**config.mk**
```make
export PLATFORM = sky130hd
export DESIGN_NAME = proportional_glyph_placement
export DESIGN_NICKNAME = d
export VERILOG_FILES = /design/src/rtl/pgp_pkg.sv /design/src/rtl/pgp_place.sv /design/src/rtl/proportional_glyph_placement.sv
export SDC_FILE = /design/constraint.sdc
export NUM_CORES = 1
export LEC_CHECK = 0
export BUFFER_PORTS_ARGS = -buffer_cell sky130_fd_sc_hd__buf_2
export CAP_MARGIN = 20
export CORE_MARGIN = 2
export CORE_UTILIZATION = 60
export CTS_CLUSTER_DIAMETER = 30
export DETAILED_ROUTE_END_ITERATION = 10
export GPL_TIMING_DRIVEN = 1
export PLACE_DENSITY = 0.81
export RECOVER_POWER = 100
export SLEW_MARGIN = 5
export SYNTH_ARGS = -nofsm -noshare
export SYNTH_HDL_FRONTEND = slang
export SYNTH_SLANG_ARGS = --single-unit
```
**constraint.sdc**
```tcl
create_clock -name clk -period 17.1 [get_ports clk]
set_input_delay 3.42 -clock clk [delete_from_list [all_inputs] [get_ports clk]]
set_output_delay 3.42 -clock clk [all_outputs]
set_load 0.03 [all_outputs]
```
**src/rtl/pgp_pkg.sv**
```systemverilog
package pgp_pkg;

  localparam int PALETTE_DEPTH = 8;
  localparam int GLYPH_WIDTH   = 8;
  localparam int GLYPH_HEIGHT  = 16;
  localparam int KERN_PAIRS    = 23;
  localparam int PAL_AW        = (PALETTE_DEPTH > 1) ? $clog2(PALETTE_DEPTH) : 1;

  localparam logic [7:0] CH_BS    = 8'h08;
  localparam logic [7:0] CH_ZERO  = 8'h30;
  localparam logic [7:0] CH_ONE   = 8'h31;
  localparam logic [7:0] CH_SPACE = 8'h20;

  typedef enum logic [2:0] {
    CFG_PROPORTIONAL   = 3'd0,
    CFG_SPACE_NARROW   = 3'd1,
    CFG_X_SCALE        = 3'd2,
    CFG_Y_SCALE        = 3'd3,
    CFG_PALETTE_ENABLE = 3'd4
  } cfg_idx_t;

  typedef struct packed {
    logic        req_type;
    logic [7:0]  char_code;
    logic        first_char;
    logic        last_char;
    logic [15:0] start_x;
    logic [15:0] start_y;
    logic [15:0] text_color;
    logic        fill_enable;
    logic [15:0] fill_color;
    logic [2:0]  palette_slot;
    logic [15:0] palette_color;
  } item_t;

  typedef struct packed {
    logic [15:0] pen_x;
    logic [15:0] pen_y;
    logic [15:0] cur_color;
    logic [15:0] base_color;
    logic        fill_on;
    logic [15:0] back_color;
    logic [7:0]  prev_byte;
    logic        esc_pending;
  } ctx_t;

  typedef struct packed {
    logic       proportional;
    logic       space_narrow;
    logic [2:0] x_scale;
    logic [2:0] y_scale;
    logic       palette_enable;
  } cfg_t;

  typedef struct packed {
    logic        glyph_valid;
    logic [7:0]  glyph;
    logic [15:0] cursor_x;
    logic [15:0] cursor_y;
    logic [15:0] glyph_color;
    logic        fill_valid;
    logic [15:0] fill_x;
    logic [5:0]  fill_width;
    logic [6:0]  fill_height;
    logic [15:0] next_x;
    logic        end_of_string;
  } res_t;

  typedef struct packed {
    logic signed [3:0] lft;
    logic signed [3:0] rgt;
  } hshift_t;

  typedef logic [15:0] kern_pair_t;

  localparam kern_pair_t KERN_TAB [KERN_PAIRS] = '{
    {"v","i"}, {"i","t"}, {"i","f"}, {"l","t"}, {"l","f"}, {"l","v"}, {"l","T"},
    {"r","i"}, {"r","l"}, {"L","T"}, {"T","a"}, {"T","e"}, {"T","i"}, {"T","o"},
    {"T","u"}, {"T","y"}, {"T","r"}, {"T","w"}, {"F","i"}, {"F","l"}, {"F","A"},
    {"6","7"}, {"1","7"}
  };

  // per-character left and right shifts, unscaled
  function automatic hshift_t hshift_of(input logic [7:0] c);
    hshift_t h;
    h = '{lft: 4'sd0, rgt: 4'sd0};
    unique case (c)
      " ":                     h = '{lft:  4'sd0, rgt: -4'sd5};
      ".", ",", ":", ";":      h = '{lft: -4'sd2, rgt: -4'sd2};
      "'":                     h = '{lft: -4'sd3, rgt: -4'sd1};
      "!":                     h = '{lft: -4'sd3, rgt: -4'sd2};
      "$", "%", "&", "*",
      "T", "V", "Y":           h = '{lft:  4'sd0, rgt:  4'sd1};
      "f", "t":                h = '{lft: -4'sd1, rgt: -4'sd1};
      "i", "l":                h = '{lft: -4'sd2, rgt:  4'sd0};
      "m", "w":                h = '{lft: -4'sd1, rgt:  4'sd1};
      "1", "a", "b", "c", "d", "e", "g", "h", "j", "k", "n", "o", "p", "q",
      "r", "s", "u", "v", "x", "y", "z", "I", "J", "_", 8'hBA:
                               h = '{lft: -4'sd1, rgt:  4'sd0};
      default:                 h = '{lft:  4'sd0, rgt:  4'sd0};
    endcase
    return h;
  endfunction

  // downward shift of control glyphs, unscaled
  function automatic logic [1:0] vshift_of(input logic [7:0] c);
    logic [1:0] v;
    unique case (c)
      8'h0E:                      v = 2'd1;
      8'h10, 8'h11, 8'h1E, 8'h1F: v = 2'd2;
      8'h1A, 8'h1B:               v = 2'd3;
      default:                    v = 2'd0;
    endcase
    return v;
  endfunction

  function automatic logic kern_hit(input logic [7:0] a, input logic [7:0] b);
    logic hit;
    hit = 1'b0;
    for (int i = 0; i < KERN_PAIRS; i++) begin
      if (KERN_TAB[i] == {a, b}) hit = 1'b1;
    end
    return hit;
  endfunction

endpackage

```
**src/rtl/pgp_place.sv**
```systemverilog
module pgp_place (
  input  pgp_pkg::item_t             item,
  input  pgp_pkg::ctx_t              ctx,
  input  pgp_pkg::cfg_t              cfg,
  input  logic [15:0]                pal_rd_data,
  output logic [pgp_pkg::PAL_AW-1:0] pal_rd_idx,
  output pgp_pkg::ctx_t              ctx_nxt,
  output pgp_pkg::res_t              res,
  output logic                       res_valid
);

  pgp_pkg::ctx_t    eff;
  pgp_pkg::hshift_t hs;
  logic [7:0]       c;
  logic signed [7:0] l8, r8, ls, rs, gw, fw_sum;
  logic [4:0]       vprod;
  logic             kern;
  logic [15:0]      x, nx, cy;
  logic             pal_sel;

  assign c          = item.char_code;
  assign pal_rd_idx = pgp_pkg::PAL_AW'(c - pgp_pkg::CH_ONE);
  assign pal_sel    = (c >= pgp_pkg::CH_ONE) &&
                      ((c - pgp_pkg::CH_ONE) < 8'(pgp_pkg::PALETTE_DEPTH));

  always_comb begin
    // string start loads the context
    eff = ctx;
    if (item.first_char) begin
      eff.pen_x       = item.start_x;
      eff.pen_y       = item.start_y;
      eff.base_color  = item.text_color;
      eff.cur_color   = item.text_color;
      eff.fill_on     = item.fill_enable;
      eff.back_color  = item.fill_color;
      eff.esc_pending = 1'b0;
    end

    hs = pgp_pkg::hshift_of(c);
    if (c == pgp_pkg::CH_SPACE) begin
      hs.rgt = cfg.space_narrow ? -4'sd5 : 4'sd0;
    end
    l8 = cfg.proportional ? 8'(hs.lft) : 8'sd0;
    r8 = cfg.proportional ? 8'(hs.rgt) : 8'sd0;
    ls = 8'(l8 * $signed({5'b0, cfg.x_scale}));
    rs = 8'(r8 * $signed({5'b0, cfg.x_scale}));
    gw = 8'(pgp_pkg::GLYPH_WIDTH * cfg.x_scale);
    fw_sum = 8'(gw + ls + rs);
    kern = !item.first_char && cfg.proportional && pgp_pkg::kern_hit(ctx.prev_byte, c);
    x  = 16'(eff.pen_x + {{8{ls[7]}}, ls} - (kern ? {13'b0, cfg.x_scale} : 16'd0));
    nx = 16'(x + {{8{gw[7]}}, gw} + {{8{rs[7]}}, rs});
    vprod = 5'(pgp_pkg::vshift_of(c) * cfg.y_scale);
    cy = 16'(eff.pen_y + {12'b0, vprod[4:1]});

    ctx_nxt   = ctx;
    res       = '0;
    res_valid = 1'b0;

    if (item.req_type) begin
      // palette write: context untouched
      ctx_nxt = ctx;
    end else if (eff.esc_pending) begin
      ctx_nxt = eff;
      ctx_nxt.esc_pending = 1'b0;
      ctx_nxt.prev_byte   = c;
      if (cfg.palette_enable) begin
        if (c == pgp_pkg::CH_ZERO) begin
          ctx_nxt.cur_color = eff.base_color;
        end else if (pal_sel) begin
          ctx_nxt.cur_color = pal_rd_data;
        end
      end
      if (item.last_char) begin
        // end marker after a trailing escape
        res_valid         = 1'b1;
        res.next_x        = eff.pen_x;
        res.end_of_string = 1'b1;
      end
    end else if (c == pgp_pkg::CH_BS && !item.last_char) begin
      ctx_nxt = eff;
      ctx_nxt.esc_pending = 1'b1;
      ctx_nxt.prev_byte   = c;
    end else begin
      ctx_nxt = eff;
      ctx_nxt.pen_x     = nx;
      ctx_nxt.prev_byte = c;
      res_valid         = 1'b1;
      res.glyph_valid   = 1'b1;
      res.glyph         = c;
      res.cursor_x      = x;
      res.cursor_y      = cy;
      res.glyph_color   = eff.cur_color;
      res.fill_valid    = eff.fill_on;
      if (eff.fill_on) begin
        res.fill_x      = eff.pen_x;
        res.fill_width  = fw_sum[5:0];
        res.fill_height = 7'(pgp_pkg::GLYPH_HEIGHT * cfg.y_scale);
      end
      res.next_x        = nx;
      res.end_of_string = item.last_char;
    end
  end

endmodule

```
**src/rtl/proportional_glyph_placement.sv**
```systemverilog
// Proportional glyph placement. Takes one string byte (or one palette write)
// per beat and returns at most one result beat: a placed glyph with cursor,
// optional background rectangle and the advanced pen, or an end marker when a
// string finishes on a colour escape. A byte enters the input register, the
// placement is worked out in one pass of logic against the string context and
// lands in the output register when the input stage advances, so a byte can be
// taken every cycle while the output register drains; the loop through the pen
// position and colour context closes in that pass. The input stage keeps taking
// beats while the output register still holds a result, stalling only when
// both are full. Configuration writes are always ready and are meant to land
// while no string byte is in flight. Palette entries read before being
// written return an undefined colour.
module proportional_glyph_placement (
  input  logic        clk,
  input  logic        rst_n,
  // configuration
  input  logic        cfg_valid,
  output logic        cfg_ready,
  input  logic [2:0]  cfg_index,
  input  logic [7:0]  cfg_data,
  // input beats
  input  logic        in_valid,
  output logic        in_ready,
  input  logic        in_req_type,
  input  logic [7:0]  in_char_code,
  input  logic        in_first_char,
  input  logic        in_last_char,
  input  logic signed [15:0] in_start_x,
  input  logic signed [15:0] in_start_y,
  input  logic [15:0] in_text_color,
  input  logic        in_fill_enable,
  input  logic [15:0] in_fill_color,
  input  logic [2:0]  in_palette_slot,
  input  logic [15:0] in_palette_color,
  // result beats
  output logic        out_valid,
  input  logic        out_ready,
  output logic        out_glyph_valid,
  output logic [7:0]  out_glyph,
  output logic signed [15:0] out_cursor_x,
  output logic signed [15:0] out_cursor_y,
  output logic [15:0] out_glyph_color,
  output logic        out_fill_valid,
  output logic signed [15:0] out_fill_x,
  output logic [5:0]  out_fill_width,
  output logic [6:0]  out_fill_height,
  output logic signed [15:0] out_next_x,
  output logic        out_end_of_string
);

  pgp_pkg::cfg_t  cfg_r;
  pgp_pkg::ctx_t  ctx_r, ctx_nxt;
  pgp_pkg::item_t item_r;
  pgp_pkg::res_t  res, res_r;
  logic           s1_v_r;
  logic           out_valid_r;
  logic           res_valid;
  logic           s1_adv;
  logic           in_fire;
  logic [15:0]    pal_r [pgp_pkg::PALETTE_DEPTH];
  logic [pgp_pkg::PAL_AW-1:0] pal_rd_idx;
  logic [15:0]    pal_rd_data;

  // config registers: the user must write them only between strings; the block does not enforce this
  assign cfg_ready = 1'b1;

  always_ff @(posedge clk) begin
    if (!rst_n) begin
      cfg_r <= '{proportional: 1'b1, space_narrow: 1'b1, x_scale: 3'd1,
                 y_scale: 3'd1, palette_enable: 1'b0};
    end else if (cfg_valid && cfg_ready) begin
      unique case (cfg_index)
        pgp_pkg::CFG_PROPORTIONAL:   cfg_r.proportional   <= cfg_data[0];
        pgp_pkg::CFG_SPACE_NARROW:   cfg_r.space_narrow   <= cfg_data[0];
        pgp_pkg::CFG_X_SCALE:        cfg_r.x_scale        <= cfg_data[2:0];
        pgp_pkg::CFG_Y_SCALE:        cfg_r.y_scale        <= cfg_data[2:0];
        pgp_pkg::CFG_PALETTE_ENABLE: cfg_r.palette_enable <= cfg_data[0];
        default: ;
      endcase
    end
  end

  // the input stage moves on when the output register is free or being drained
  assign s1_adv   = s1_v_r && (!out_valid_r || out_ready);
  assign in_ready = !s1_v_r || s1_adv;
  assign in_fire  = in_valid && in_ready;

  always_ff @(posedge clk) begin
    if (!rst_n) begin
      s1_v_r <= 1'b0;
    end else if (in_fire) begin
      s1_v_r <= 1'b1;
    end else if (s1_adv) begin
      s1_v_r <= 1'b0;
    end
  end

  always_ff @(posedge clk) begin
    if (in_fire) begin
      item_r <= '{req_type: in_req_type, char_code: in_char_code,
                  first_char: in_first_char, last_char: in_last_char,
                  start_x: in_start_x, start_y: in_start_y,
                  text_color: in_text_color, fill_enable: in_fill_enable,
                  fill_color: in_fill_color, palette_slot: in_palette_slot,
                  palette_color: in_palette_color};
    end
  end

  // palette, no reset: unwritten entries read as whatever they hold
  assign pal_rd_data = pal_r[pal_rd_idx];

  always_ff @(posedge clk) begin
    if (s1_adv && item_r.req_type &&
        ({1'b0, item_r.palette_slot} < 4'(pgp_pkg::PALETTE_DEPTH))) begin
      pal_r[pgp_pkg::PAL_AW'(item_r.palette_slot)] <= item_r.palette_color;
    end
  end

  pgp_place u_place (
    .item        (item_r),
    .ctx         (ctx_r),
    .cfg         (cfg_r),
    .pal_rd_data (pal_rd_data),
    .pal_rd_idx  (pal_rd_idx),
    .ctx_nxt     (ctx_nxt),
    .res         (res),
    .res_valid   (res_valid)
  );

  // string context follows each processed beat
  always_ff @(posedge clk) begin
    if (!rst_n) begin
      ctx_r <= '0;
    end else if (s1_adv) begin
      ctx_r <= ctx_nxt;
    end
  end

  // output register
  always_ff @(posedge clk) begin
    if (!rst_n) begin
      out_valid_r <= 1'b0;
    end else if (s1_adv) begin
      out_valid_r <= res_valid;
    end else if (out_ready) begin
      out_valid_r <= 1'b0;
    end
  end

  always_ff @(posedge clk) begin
    if (s1_adv && res_valid) begin
      res_r <= res;
    end
  end

  assign out_valid         = out_valid_r;
  assign out_glyph_valid   = res_r.glyph_valid;
  assign out_glyph         = res_r.glyph;
  assign out_cursor_x      = res_r.cursor_x;
  assign out_cursor_y      = res_r.cursor_y;
  assign out_glyph_color   = res_r.glyph_color;
  assign out_fill_valid    = res_r.fill_valid;
  assign out_fill_x        = res_r.fill_x;
  assign out_fill_width    = res_r.fill_width;
  assign out_fill_height   = res_r.fill_height;
  assign out_next_x        = res_r.next_x;
  assign out_end_of_string = res_r.end_of_string;

  // an empty input stage always takes a beat
  a_ready_when_empty: assert property (@(posedge clk) disable iff (!rst_n)
    !s1_v_r |-> in_ready)
    else $error("input stage empty but not ready");

  // a string's last byte never leaves an escape pending
  a_no_esc_after_last: assert property (@(posedge clk) disable iff (!rst_n)
    (s1_adv && !item_r.req_type && item_r.last_char) |=> !ctx_r.esc_pending)
    else $error("escape left pending after last byte");

  // palette writes give no result
  a_pal_no_result: assert property (@(posedge clk) disable iff (!rst_n)
    (s1_adv && item_r.req_type) |-> !res_valid)
    else $error("palette write produced a result");

  // a fresh result only comes from a processed beat
  a_out_from_stage: assert property (@(posedge clk) disable iff (!rst_n)
    $rose(out_valid_r) |-> $past(s1_adv))
    else $error("result appeared without a processed beat");

  // end markers only close a string
  a_marker_is_end: assert property (@(posedge clk) disable iff (!rst_n)
    (out_valid_r && !res_r.glyph_valid) |-> res_r.end_of_string)
    else $error("end marker without end of string");

endmodule

```
; ---- Yosys cells after proc, flatten, opt, wreduce, memory -nomap -nowiden
; Memories as Yosys holds them, arrays and structs flattened.
; Index checks and enable logic that the tools add are counted.
[totals]
ff_bits = 300
mem_bits_rw = 128
inputBits = 111
out_inout_bits = 107
n_memories = 1
[op_classes]
addsub = 8
mul = 3
order_cmp = 2
n_eq_ne = 81
mux = 51
bitwise = 2
reduce_logical = 34
[memory_table]
columns = memory, depth, width, rd, rd_ports_with_merged_regs, wr, line
row1 = pal_r, 8, 16, 1, 0, 1, proportional_glyph_placement.sv:60  ; logic [15:0] pal_r [pgp_pkg::PALETTE_DEPTH];
[ops]
columns = cell, count
row1 = $eq A15 B16 Y1 const A, 21
row2 = $eq A8 B7 Y1 const B, 32
row3 = $mux W90, 2
row4 = $eq A8 B6 Y1 const B, 13
row5 = $mux W104, 1
row6 = $mux W81, 1
row7 = $pmux W8 S9, 1
row8 = $eq A8 B5 Y1 const B, 6
row9 = $mux W16, 3
row10 = $mux W1, 34
row11 = $mux W17, 2
row12 = $add A16 B16 Y16, 2
row13 = $eq A14 B16 Y1 const A, 2
row14 = $mux W29, 1
row15 = $reduce_or A25 Y1, 1
row16 = $add A16 B4 Y16, 1
row17 = $add A16 B6 Y16, 1
row18 = $eq A8 B4 Y1 const B, 2
row19 = $mul A8 B4 Y8, 2
row20 = $mux W8, 2
row21 = $sub A16 B16 Y16, 1
row22 = $add A6 B6 Y6, 2
row23 = $reduce_and A2 Y1, 6
row24 = $reduce_or A4 Y1, 3
row25 = 20 further kinds, 39

; ---- Longest topological paths before layout
; Gate-level depths: netlist of run 1.
[depth]
depth_word = 31
depth_mapped = 39

; ---- Cells and area by module
; From an unflattened synthesis of run 1, not the netlist that was laid out.
[hier_totals]
hier_cells = 1893
area_unflattened_um2 = 22198.8
[by_module_without_submodules]
columns = module, instances, cells_each, area_each_um2, seq_area_each_um2
row1 = proportional_glyph_placement, 1, 860, 14765.4, 11841.4
row2 = pgp_place, 1, 1033, 7433.4, 0.0

; ---- Worst setup path before layout of run 1
; OpenSTA, ideal clock, no wires.
[synth_path]
kind = in2reg
start = input port out_ready
end = register res_r (netlist bit out_cursor_x[0]), enable pin
setup_ns = 0.594
t_arrival_ns = 8.966
t_required_ns = 16.506
slack_ns = 7.540
cell_stages = 5
n_path_buf = 1
path_cell_list = nand2b_1 > nand2_1 > or2_2 > clkbuf_1 > a21oi_1
[synth_via]
elab_chain_cells = 3
[synth_rtl]
columns = item, line
row1 = start: declaration, proportional_glyph_placement.sv:37  ; input logic out_ready,
row2 = $logic_or A1 B1 Y1, proportional_glyph_placement.sv:84  ; assign s1_adv = s1_v_r && (!out_valid_r || out_ready);
row3 = $logic_and A1 B1 Y1, proportional_glyph_placement.sv:84
row4 = $logic_and A1 B1 Y1, proportional_glyph_placement.sv:151  ; if (s1_adv && res_valid) begin
row5 = end signal: assignment, proportional_glyph_placement.sv:152  ; res_r <= res;
row6 = end: declaration, proportional_glyph_placement.sv:54  ; pgp_pkg::res_t res, res_r;
; Every way passes these cells.
; A chain may end at the register's enable or synchronous reset.

; ---- Worst setup path after layout of run 1
[layout_path]
start = register item_r[86] (netlist name)
end = register res_r (netlist bit out_next_x[15]) (data pin)
[layout_via]
elab_chain_cells = 31
[layout_rtl]
columns = item, line
row1 = start: declaration, proportional_glyph_placement.sv:53  ; pgp_pkg::item_t item_r;
row2 = start signal: assignment, proportional_glyph_placement.sv:100  ; item_r <= '{req_type: in_req_type, char_code: in_char_code,
row3 = "parallel branches: the longest is 26 deep, another holds $add A16 B16 Y16", -
row4 = $sub A16 B16 Y16 (*), pgp_place.sv:50  ; x = 16'(eff.pen_x + {{8{ls[7]}}, ls} - (kern ? {13'b0, cfg.x_scale} : 16'd0));
row5 = net u_place.x[14], pgp_place.sv:18  ; logic [15:0] x, nx, cy;
row6 = $add A16 B6 Y16 (*), pgp_place.sv:51  ; nx = 16'(x + {{8{gw[7]}}, gw} + {{8{rs[7]}}, rs});
row7 = $add A16 B16 Y16 (*), pgp_place.sv:51
row8 = $mux W104 (*), pgp_place.sv:79  ; end else if (c == pgp_pkg::CH_BS && !item.last_char) begin
row9 = $mux W17 (*), pgp_place.sv:62  ; end else if (eff.esc_pending) begin
; Mark *: on every way through the listed nets, which the timed path passes.

==> summary.txt, run 1 <==
Floorplanning
  – CORE AREA: approximately 32000 um^2
  – Die Span X: roughly 190 um
  – Die area: around 34000 um^2
  – Initial core utilization: 0.607
  – Row cnt: 66
  – I/O pin count: 218
  – Die height: 185 um

Timing
  – Relative slew margins: -2.14
  – Max Freq: a little under 0.09 GHz
  – Max-slew violations: between 400 and 500
  – Hold Violations, Final: 0
  – Minimum clock period: between 10000 and 15000 ps
  – Setup Viol. Count Final: 0
  – Clk_skew: between 30 and 40 ps
  – Final worst-path cycle share: 0.671
  – Slew @ Worst Pin: about 4700 ps
  – Setup TNS: 0 ps
  – Unrepaired setup endpoints after global routing: no

Run
  – Max capacitance violation total: 14

Critical path
  – CP max FO: 38
  – FF-to-FF setup slack: around 5600 ps
  – Setup crit start kind: flop
  – Reg2reg path depth: 36
  – Worst R2R Start: item_r[86]$_DFFE_PP_
  – Most frequent CP cell: ha_1
  – Worst r2r dst: out_next_x[15]$_SDFFCE_PP0P_
  – Crit path DAT: around 12000 ps
  – Nature of the critical path endpoint: flop
  – Crit-path slowest cell: clkbuf_1
  – CP max stage delay: about 2200 ps
  – Worst path required time: between 15000 and 20000 ps
  – Crit Path Category: reg -> reg

Routing
  – Drt drc: 0
  – Number of vias per cell: 5.99
  – DR iter-0 viols: between 1000 and 1500
  – Antenna-violating nets left: 0
  – Drt wl/cell: about 22 um
  – Final wirelength: 50700 um
  – Drt first pass iters: 5
  – DR vias: around 14000

Layout
  – Layout cells sized above 1: 0.157
  – Final net count: 2063
  – Final instance area: ~23000 um^2
  – Synth-to-Final Area Change: 18.4%

Min path
  – Worst min-delay path startpoint: ctx_r[73]$_SDFFE_PN0P_
  – Worst hold path depth: 2
  – Worst Hold End: ctx_r[73]$_SDFFE_PN0P_
  – Worst min-delay path category: reg -> reg

Clock network
  – Clk root buf: clkbuf_16
  – H-tree depth: 3
  – CTS sink count: 392
  – Post-CTS Hold Buffers: 0
  – Max Buffers Root-to-Sink: 3
  – Clk_lat worst skew: a little under 600 ps
  – Post_cts resized: 0
  – Setup repair bufs after CTS: 0
  – CTS tree: built
  – Clock slew at reported path FFs: 50 ps
  – CTS buffer count: 74

Synthesis
  – Post-Synth Simple-Gate Area: 0.121
  – Post-synthesis mux area share: 0.0747
  – Top-count cell post-synth: edfxtp_1
  – Cell Area, Synth: ~20000 um^2
  – Complex-gate fraction of the synthesized area: 0.101
  – Post-synthesis sequential area ratio: 0.555
  – Cell count after synthesis: 1634
  – Post-synth EDFFs: 307
  – Synth Area per Inst: 12.1 um^2
  – Most frequent cells after synthesis: 307 x edfxtp_1, 188 x nand2_1, 128 x nor2_1
  – Top cell type's share of synthesized area: 0.468
  – Main combinational cell family by area after synthesis: simple AND/OR/NAND/NOR gates
  – Synth top area cells: edfxtp_1 47%, dfxtp_1 8.6%, ha_1 6.2%
  – Cell taking the most area after synthesis: edfxtp_1
  – Post-synth ARST share: 0
  – Count of cell types in the netlist: between 80 and 90
  – Adder-cell share of the synthesized area: 0.0809
  – Warning count from the yosys run: 0
  – Synth Area in XOR/XNOR: 0.0271
  – Most used DFF post-synth: edfxtp_1
  – Yosys reg bits: about 400

Placed design
  – Buffers added on ports: about 190
  – Area of placed instances: about 21000 um^2
  – Routability cong.: a little over 0.9
  – Detailed placement HPWL: 30400 um

Power and ir drop
  – Leakage: ~9.1 nW
  – Sw Ratio: 0.275
  – Pwr Total: roughly 3.0 mW
  – Sequential power share: 0.361
  – Comb pwr share: 0.156
  – Max rail drop VDD: 0.113 mV
  – Switching power: between 0.8 and 0.9 mW
  – P_int: 2.20 mW
  – Clk network pwr share: 0.483
  – Power Density: about 130 nW/um^2

Global routing
  – Largest net degree at the start of global routing: 85
  – Initial antenna violation count: 1
  – Vias in the first global route: around 14000
  – First-pass GRT wire length: roughly 78000 um
  – Global Route Usage Sum: 0.299
  – Total congestion overflow: 0

Status
  – Violated checks: max-capacitance violations, max-slew violations
  – Status: finished, violations left
## through the flow
stage	util	std cells	setup slack, ps	hold WS (ps)
finish	0.719	2341	5620	463
global placement	0.646	2198	8270	434
detailed placement	0.646	2198	8100	447
global route	0.719	2341	4660	480
floorplan	-	1637	7540	428
CTS	0.725	2336	7970	454
## kinds of logic (layout without fill, tap and decap cells)
logic type / Yosys count / in the layout
buffers and inverters: 185 / 446
AO/OA/AOI/OAI: 286 / 286
adder cells (fa/ha/maj): 116 / 116
multiplexers: 104 / 104
XOR/XNOR: 57 / 57
AND/OR/NAND/NOR: 492 / 492
flip-flops: 392 / 392
other: 2 / 6
## how the worst max path moves through the flow
stage	from	endpoint	cells after the start
finish	item_r[86]$_DFFE_PP_	out_next_x[15]$_SDFFCE_PP0P_	36
global route	item_r[86]$_DFFE_PP_	out_next_x[15]$_SDFFCE_PP0P_	35
CTS	item_r[86]$_DFFE_PP_	out_next_x[15]$_SDFFCE_PP0P_	36
detailed placement	item_r[86]$_DFFE_PP_	out_next_x[15]$_SDFFCE_PP0P_	35
global placement	item_r[86]$_DFFE_PP_	out_next_x[15]$_SDFFCE_PP0P_	35
floorplan	out_ready	out_cursor_x[0]$_SDFFCE_PP0P_	5
## worst max-delay path: cells and delay by family, from the launching register on
kind,cells,cell delay [ps]
AO/OA/AOI/OAI,10,2210
XOR/XNOR,3,680
adder cells (fa/ha/maj),8,3060
buffers and inverters,5,2820
flip-flops,1,320
AND/OR/NAND/NOR,10,1990
## state kept, by name, summed over array words and instances, names as in the netlist
name               count
out_cursor_x          16
out_glyph              8
out_end_of_string      1
out_fill_height        3
ctx_r                 74
s1_v_r                 1
out_glyph_valid        1
out_glyph_color       16
out_fill_width         6
out_fill_x            16
out_cursor_y          16
out_fill_valid         1
out_next_x            16
cfg_r                  9
item_r                79
out_valid              1
pal_r                128
## power groups by stage
stage               registers (mW)  clock network (mW)  logic [mW]
floorplan                     1.12                   0       0.331
global placement              1.11                   0       0.449
detailed placement            1.11                   0       0.461
CTS                           1.09                1.48       0.470
global route                  1.10                1.53       0.518
finish                        1.09                1.47       0.473
## cells in the final DEF (no fill, tap or decap), drive strengths merged, types with 24 or more instances in the layout
| cell | count |
|---|---|
| inv | 114 |
| a21oi | 61 |
| and2 | 28 |
| nor2b | 34 |
| ha | 97 |
| mux2i | 48 |
| mux4 | 32 |
| clkbuf | 214 |
| edfxtp | 307 |
| nor2 | 128 |
| xnor2 | 28 |
| dfxtp | 85 |
| xor2 | 27 |
| a21boi | 59 |
| nand2 | 188 |
| buf | 88 |
| mux2 | 24 |
| o21ai | 46 |
## metal layers
metal	part of all wire	global-route usage
met5	0	0
met4	0.039	0.150
met3	0.090	0.0672
met2	0.49	0.493
met1	0.38	0.374
## area by class of cell
| type | count | area (um^2) |
|---|---|---|
| Antenna cell | 1 | 2.50 |
| Clock buffer | 92 | 1980 |
| Clock inverter | 46 | 578 |
| Fill cell | 2179 | 9130 |
| Inverter | 98 | 368 |
| Multi-Input combinational cell | 1060 | 7980 |
| Sequential cell | 392 | 10900 |
| Tap cell | 442 | 553 |
| Timing Repair Buffer | 210 | 947 |
No activity file was read; power rests on OpenSTA's default activity.
==> run 2, diff against run 1 <==
--- a/config.mk
+++ b/config.mk
@@ -8,11 +8,11 @@
 export BUFFER_PORTS_ARGS = -buffer_cell sky130_fd_sc_hd__buf_2
 export CAP_MARGIN = 20
 export CORE_MARGIN = 2
-export CORE_UTILIZATION = 60
+export CORE_UTILIZATION = 54
 export CTS_CLUSTER_DIAMETER = 30
 export DETAILED_ROUTE_END_ITERATION = 10
 export GPL_TIMING_DRIVEN = 1
-export PLACE_DENSITY = 0.81
+export PLACE_DENSITY = 0.77
 export RECOVER_POWER = 100
 export SLEW_MARGIN = 5
 export SYNTH_ARGS = -nofsm -noshare
==> constraint.sdc (replaced) <==
create_clock -name clk -period 9.8 [get_ports clk]
set_input_delay 1.96 -clock clk [delete_from_list [all_inputs] [get_ports clk]]
set_output_delay 1.96 -clock clk [all_outputs]
set_load 0.03 [all_outputs]
==> run 2 against run 1 <==
Against the previous run:
- the flow still finishes with violations (max-capacitance violations, max-slew violations)
- fmax is 30% higher
- global-route usage shrank 3.8 points
- die area grew 11%
- wire length decreased by 2.6%
- first-iteration DRC count fell by 19%
- count of clock-buffer cells in the layout fell by 6
- sequential power increased by 75%
- worst hold slack gained 1.9 ps
- clock power grew 69%
- via count decreased by 1.8%
- non-clock buffer count fell by 2
- cell count rose by 0.68%
- largest power group unchanged
==> summary.txt, run 2 (same netlist as run 1, synthesis figures left out) <==
Status
  – Status: finished, violations left (unchanged)
  – Violated checks: max-capacitance violations, max-slew violations (unchanged)

Power and ir drop
  – Pwr Total: 5.20 mW (was 3.04 mW)
  – Power Density: 224 nW/um^2 (was 130 nW/um^2)
  – Max rail drop VDD: 0.171 mV (was 0.113 mV)
  – Leakage: 9.01 nW (was 9.06 nW)

Placed design
  – Detailed placement HPWL: 31200 um (was 30400 um)
  – Buffers added on ports: 191 (unchanged)
  – Routability cong.: 0.883 (was 0.907)

Routing
  – Drt first pass iters: 5 (unchanged)
  – DR vias: 13800 (was 14000)
  – Drt wl/cell: 20.9 um (was 21.6 um)
  – Final wirelength: 49300 um (was 50700 um)
  – Drt drc: 0 (unchanged)
  – Antenna-violating nets left: 0 (unchanged)
  – DR iter-0 viols: 1054 (was 1299)
  – Number of vias per cell: 5.85 (was 5.99)

Min path
  – Worst min-delay path category: reg -> reg (unchanged)

Layout
  – Largest register FFs: 128 (unchanged)
  – Most flops, register: pal_r (unchanged)
  – Top Registers: pal_r: 128 flops, item_r: 79 flops, ctx_r: 74 flops (unchanged)
  – Final net count: 2062 (was 2063)
  – Synth-to-Final Area Change: 18.1% (was 18.4%)
  – Commonest cells after routing, fill and taps aside: 307 x edfxtp_1, 188 x nand2_1, 127 x nor2_1, 127 x clkbuf_1 (was 307 x edfxtp_1, 188 x nand2_1, 134 x clkbuf_1, 127 x nor2_1)
  – Layout cells sized above 1: 0.153 (was 0.157)
  – Most common cell after layout, fill and taps aside: edfxtp_1 (unchanged)

Clock network
  – Post-CTS Hold Buffers: 0 (unchanged)
  – Post_cts resized: 0 (unchanged)
  – CTS tree: built (unchanged)
  – Clock slew at reported path FFs: 40 ps (was 50 ps)
  – Clk_lat worst skew: 590 ps (about the same)
  – H-tree depth: 3 (unchanged)
  – CTS buffer count: 75 (was 74)
  – CTS sink count: 392 (unchanged)
  – Clk root buf: clkbuf_16 (unchanged)
  – Max Buffers Root-to-Sink: 3 (unchanged)
  – Setup repair bufs after CTS: 0 (unchanged)

Global routing
  – Total congestion overflow: 0 (unchanged)
  – First-pass GRT wire length: 76600 um (was 77900 um)
  – Met1 usage: 0.324 (was 0.374)
  – Initial antenna violation count: 2 (was 1)
  – Grt peak-use layer: met2 (unchanged)
  – Met2 Use GR: 0.436 (was 0.493)
  – Largest net degree at the start of global routing: 85 (unchanged)
  – Global Route Usage Sum: 0.261 (was 0.299)
  – Vias in the first global route: 14000 (was 14400)
  – GRT met3 Usage: 0.0482 (was 0.0672)

Timing
  – Clk_skew: 20.7 ps (was 34.5 ps)
  – Unrepaired setup endpoints after global routing: no (unchanged)
  – Max Freq: 0.113 GHz (was 0.0871 GHz)
  – Max-slew violations: 469 (was 481)
  – Relative slew margins: -1.58 (was -2.14)
  – Slew @ Worst Pin: 3870 ps (was 4710 ps)
  – Setup Viol. Count Final: 0 (unchanged)
  – Setup TNS: 0 ps (unchanged)
  – Minimum clock period: 8850 ps (was 11480 ps)
  – Final worst-path cycle share: 0.903 (was 0.671)
  – Hold Violations, Final: 0 (unchanged)

Critical path
  – Nature of the critical path endpoint: flop (unchanged)
  – Worst path required time: 10010 ps (was 17290 ps)
  – Crit Path Category: reg -> reg (unchanged)
  – CP max FO: 23 (was 38)
  – Setup crit start kind: flop (unchanged)
  – Crit-path slowest cell: edfxtp_1 (was clkbuf_1)
  – CP max stage delay: 890 ps (was 2240 ps)
  – Most frequent CP cell: ha_1 (unchanged)
  – Critical path's top delay family: compound AO/OA/AOI/OAI gates (was adder cells)
  – Crit path DAT: 9070 ps (was 11660 ps)
  – Buf/Inv on CP: 4 (was 5)

Floorplanning
  – Die height: 195 um (was 185 um)
  – Die area: 38000 um^2 (was 34300 um^2)
  – I/O pin count: 218 (unchanged)
  – Initial core utilization: 0.551 (was 0.607)
  – Die Span X: 195 um (was 185 um)
  – CORE AREA: 35700 um^2 (was 32500 um^2)
  – Row cnt: 69 (was 66)

Run
  – Max capacitance violation total: 14 (unchanged)
run 2: layout make-up:
type                       count  area, um^2
multi-input combinational   1060        7960
antenna                        2        5.00
sequential                   392       10900
tap                          461         577
clock buffer                  86        1980
timing repair buffer         208         921
clock inverter                50         522
inverter                      98         368
fill                        2646       12500
run 2: metal layers:
metal  wire [um]  vias up
met5           0        -
met4        2270        0
met3        3650      156
met2       23800      598
met1       19600     6690
li1            -     6334
run 2: worst paths after layout:
| kind | cells past startpoint | endpoint | slack [ps] | start |
|---|---|---|---|---|
| worst max-delay path | 34 | out_next_x[15]$_SDFFCE_PP0P_ | 950 | item_r[89]$_DFFE_PP_ |
| worst min-delay path | 2 | ctx_r[32]$_SDFFE_PN0P_ | 460 | ctx_r[32]$_SDFFE_PN0P_ |
| worst max register to register | 34 | out_next_x[15]$_SDFFCE_PP0P_ | 950 | item_r[89]$_DFFE_PP_ |
| worst min register to register | 2 | ctx_r[32]$_SDFFE_PN0P_ | 460 | ctx_r[32]$_SDFFE_PN0P_ |
run 2: worst register-to-register path, delay by kind of cell, from the launching register on:
family          cells  cell delay [ps]
compound gates     14             2710
flops               1              890
fa+ha+maj           7             2470
simple gates        6             1320
buf+inv             4              440
xor+xnor            3              660
run 2: power breakdown:
part           internal, mW  switching, mW  total, mW  leakage [nW]
registers              1.87         0.0401       1.91          3.58
clock network          1.58          0.894       2.48          1.20
logic                 0.311          0.502      0.813          4.23
total                  3.77           1.44       5.20          9.01
run 2: through the flow:
step                std cells  area, um^2  hold WS (ps)  setup WS (ps)   util
floorplan                1637       19700           428           1700      -
global placement         2216       21000           434           1560  0.587
detailed placement       2217       21000           443           1440  0.588
CTS                      2353       23500           451           1380  0.658
global route             2357       23300           485            405  0.651
finish                   2357       23300           465            949  0.651
==> run 3, diff against run 2 <==
--- a/config.mk
+++ b/config.mk
@@ -5,15 +5,17 @@
 export SDC_FILE = /design/constraint.sdc
 export NUM_CORES = 1
 export LEC_CHECK = 0
+export ABC_AREA = 1
 export BUFFER_PORTS_ARGS = -buffer_cell sky130_fd_sc_hd__buf_2
 export CAP_MARGIN = 20
 export CORE_MARGIN = 2
-export CORE_UTILIZATION = 54
+export CORE_UTILIZATION = 53
 export CTS_CLUSTER_DIAMETER = 30
 export DETAILED_ROUTE_END_ITERATION = 10
 export GPL_TIMING_DRIVEN = 1
-export PLACE_DENSITY = 0.77
+export PLACE_DENSITY = 0.76
 export RECOVER_POWER = 100
+export SKIP_LAST_GASP = 1
 export SLEW_MARGIN = 5
 export SYNTH_ARGS = -nofsm -noshare
 export SYNTH_HDL_FRONTEND = slang
==> run 3 against run 2 <==
Against the previous run:
- the flow still finishes with violations (max-capacitance violations, max-slew violations)
- critical path depth grew 9
- global-route usage grew 0.42 points
- count of clock-buffer cells in the layout grew 10
- worst hold slack lost 20 ps
- total power grew 4.9%
- register-to-register slack gained 730 ps
- synthesized cell count grew 22%
==> summary.txt, run 3 <==
Status
  – Status: finished, violations left (unchanged)
  – Violated checks: max-capacitance violations, max-slew violations (unchanged)

Placed design
  – Buffers added on ports: 191 (unchanged)
  – Area of placed instances: 20900 um^2 (was 21000 um^2)
  – Detailed placement HPWL: 33100 um (was 31200 um)
  – Placed cell count: 2584 (was 2217)
  – Routability cong.: 0.907 (was 0.883)
  – Pre-CTS setup slack: 1970 ps (was 1440 ps)

Routing
  – Drt drc: 0 (unchanged)
  – DR iter-0 viols: 1255 (was 1054)
  – Number of vias per cell: 5.66 (was 5.85)
  – Antenna-violating nets left: 0 (unchanged)
  – Drt wl/cell: 18.8 um (was 20.9 um)
  – Drt first pass iters: 8 (was 5)
  – Final wirelength: 51400 um (was 49300 um)
  – DR vias: 15500 (was 13800)

Timing
  – Minimum clock period: 8120 ps (was 8850 ps)
  – Relative slew margins: -1.26 (was -1.58)
  – Final worst-path cycle share: 0.829 (was 0.903)
  – Slew @ Worst Pin: 3390 ps (was 3870 ps)
  – Setup TNS: 0 ps (unchanged)
  – Setup Viol. Count Final: 0 (unchanged)
  – Final setup margin: 1680 ps (was 949 ps)
  – Max Freq: 0.123 GHz (was 0.113 GHz)
  – Clk_skew: 32.3 ps (was 20.7 ps)
  – Max-slew violations: 402 (was 469)
  – Hold Violations, Final: 0 (unchanged)
  – Unrepaired setup endpoints after global routing: no (unchanged)

Synthesis
  – Post-Synth Simple-Gate Area: 0.138 (was 0.121)
  – Post-synth EDFFs: 307 (unchanged)
  – Yosys reg bits: 392 (unchanged)
  – Most used DFF post-synth: edfxtp_1 (unchanged)
  – Post-synthesis mux area share: 0 (was 0.0747)
  – Top cell type's share of synthesized area: 0.471 (was 0.468)
  – Count of cell types in the netlist: 55 (was 86)
  – Cell taking the most area after synthesis: edfxtp_1 (unchanged)
  – Cell count after synthesis: 1989 (was 1634)
  – Synth top area cells: edfxtp_1 47%, dfxtp_1 8.7%, ha_1 6.2% (was edfxtp_1 47%, dfxtp_1 8.6%, ha_1 6.2%)
  – Cell Area, Synth: 19600 um^2 (was 19700 um^2)
  – Synth Area per Inst: 9.84 um^2 (was 12.1 um^2)
  – Post-synth ARST share: 0 (unchanged)
  – Synth Area in XOR/XNOR: 0.0120 (was 0.0271)
  – Complex-gate fraction of the synthesized area: 0.142 (was 0.101)
  – Main combinational cell family by area after synthesis: compound AO/OA/AOI/OAI gates (was simple AND/OR/NAND/NOR gates)
  – Warning count from the yosys run: 0 (unchanged)
  – Adder-cell share of the synthesized area: 0.0814 (was 0.0809)
  – Post-synthesis sequential area ratio: 0.558 (was 0.555)
  – Most frequent cells after synthesis: 307 x edfxtp_1, 248 x nor2_1, 232 x inv_1 (was 307 x edfxtp_1, 188 x nand2_1, 128 x nor2_1)
  – Top-count cell post-synth: edfxtp_1 (unchanged)

Critical path
  – Crit path DAT: 8390 ps (was 9070 ps)
  – Setup crit start kind: flop (unchanged)
  – Crit-path slowest cell: edfxtp_1 (unchanged)
  – Most frequent CP cell: inv_1 (was ha_1)
  – CP max FO: 16 (was 23)
  – CP max stage delay: 600 ps (was 890 ps)
  – Nature of the critical path endpoint: flop (unchanged)
  – Crit Path Category: reg -> reg (unchanged)
  – Worst path required time: 10070 ps (was 10010 ps)

Layout
  – # fillers: 2908 (was 2646)
  – Final instance area: 23400 um^2 (was 23300 um^2)
  – Most common cell after layout, fill and taps aside: edfxtp_1 (unchanged)
  – Synth-to-Final Area Change: 19.5% (was 18.1%)
  – Largest register FFs: 128 (unchanged)
  – Most flops, register: pal_r (unchanged)
  – Final net count: 2428 (was 2062)
  – Fin cells: 2735 (was 2357)
  – Layout cells sized above 1: 0.130 (was 0.153)
  – Commonest cells after routing, fill and taps aside: 307 x edfxtp_1, 251 x nor2_1, 231 x inv_1, 229 x o21ai_0, 224 x nand2_1 (was 307 x edfxtp_1, 188 x nand2_1, 127 x nor2_1, 127 x clkbuf_1)
  – Top Registers: pal_r: 128 flops, item_r: 79 flops, ctx_r: 74 flops (unchanged)

Floorplanning
  – Die area: 38500 um^2 (was 38000 um^2)
  – CORE AREA: 36500 um^2 (was 35700 um^2)
  – Die Span X: 196 um (was 195 um)
  – Row cnt: 70 (was 69)
  – Die height: 196 um (was 195 um)
  – Initial core utilization: 0.536 (was 0.551)
  – I/O pin count: 218 (unchanged)

Clock network
  – Post-CTS Hold Buffers: 0 (unchanged)
  – Clk root buf: clkbuf_16 (unchanged)
  – CTS buffer count: 81 (was 75)
  – Clk_lat worst skew: 600 ps (was 590 ps)
  – Clock slew at reported path FFs: 40 ps (about the same)
  – Post_cts resized: 0 (unchanged)
  – Max Buffers Root-to-Sink: 3 (unchanged)
  – CTS sink count: 392 (unchanged)
  – H-tree depth: 3 (unchanged)
  – CTS tree: built (unchanged)
  – Setup repair bufs after CTS: 0 (unchanged)

Power and ir drop
  – Max rail drop VDD: 0.208 mV (was 0.171 mV)
  – Leakage: 9.43 nW (was 9.01 nW)
  – Power Density: 233 nW/um^2 (was 224 nW/um^2)

Global routing
  – Total congestion overflow: 0 (unchanged)
  – Vias in the first global route: 15300 (was 14000)
  – Largest net degree at the start of global routing: 91 (was 85)
  – Initial antenna violation count: 1 (was 2)
  – First-pass GRT wire length: 79500 um (was 76600 um)
  – Global Route Usage Sum: 0.265 (was 0.261)

Min path
  – Worst min-delay path category: reg -> reg (unchanged)

Run
  – Max capacitance violation total: 13 (was 14)
## run 3: changes by cell type after synthesis, moves of 34 or more
| cell | delta |
|---|---|
| nand3_1 | +36 |
| nand2_1 | +34 |
| inv_1 | +135 |
| nor2_1 | +120 |
| nor2b_1 | -34 |
| a21oi_1 | +111 |
| mux2i_1 | -48 |
| o21ai_0 | +182 |
## run 3: report_power, final
part           switching [mW]  leakage (nW)  internal, mW
clock network           0.938          1.30          1.74
registers              0.0316          3.54          1.88
logic                   0.592          4.59         0.277
## run 3: area by class of cell
type                            instances  area (um^2)  area share
Timing Repair Buffer                  206          932      0.0398
Tap cell                              468          586      0.0250
Clock inverter                         52          573      0.0245
Clock buffer                           96         2130      0.0912
Antenna cell                            1         2.50    0.000107
Inverter                              254          958      0.0410
Multi-Input combinational cell       1266         7290       0.312
Sequential cell                       392        10900       0.467
## run 3: metal layers
metal | track usage | share of wire | vias to the layer above
met5 | 0 | 0 | -
met4 | 0.131 | 0.039 | 0
met3 | 0.0459 | 0.073 | 134
met2 | 0.449 | 0.49 | 691
met1 | 0.331 | 0.40 | 7356
li1 | - | - | 7288
## run 3: path summary, 6_finish.rpt
kind                          startpoint                           end  slack [ps]  cells past startpoint
setup / recovery    item_r[86]$_DFFE_PP_  out_next_x[15]$_SDFFCE_PP0P_        1680                     43
setup reg to reg    item_r[86]$_DFFE_PP_  out_next_x[15]$_SDFFCE_PP0P_        1680                     43
hold / removal    ctx_r[38]$_SDFFE_PN0P_        ctx_r[38]$_SDFFE_PN0P_         440                      2
hold reg to reg   ctx_r[38]$_SDFFE_PN0P_        ctx_r[38]$_SDFFE_PN0P_         440                      2
## run 3: cells by family (layout without fill, tap and decap cells)
family,count (synthesis),in the layout
compound gates,503,503
other cells,2,6
xor+xnor,26,26
fa+ha+maj,116,116
flops,392,392
simple gates,616,616
buf+inv,334,608
## run 3: stage by stage
step           power, mW   util  hold slack (ps)
5_1_grt             5.67  0.641              460
3_3_place_gp        2.76  0.571              434
3_5_place_dp        2.79  0.571              441
6_report            5.46  0.641              444
2_1_floorplan       2.56      -              424
4_1_cts             5.47  0.645              449
## run 3: critical path: cells and delay by family, from the launching register on
family | cells | cell delay [ps]
simple gates | 16 | 1800
fa+ha+maj | 8 | 2610
compound gates | 9 | 1560
flops | 1 | 600
xor+xnor | 1 | 250
buf+inv | 9 | 970
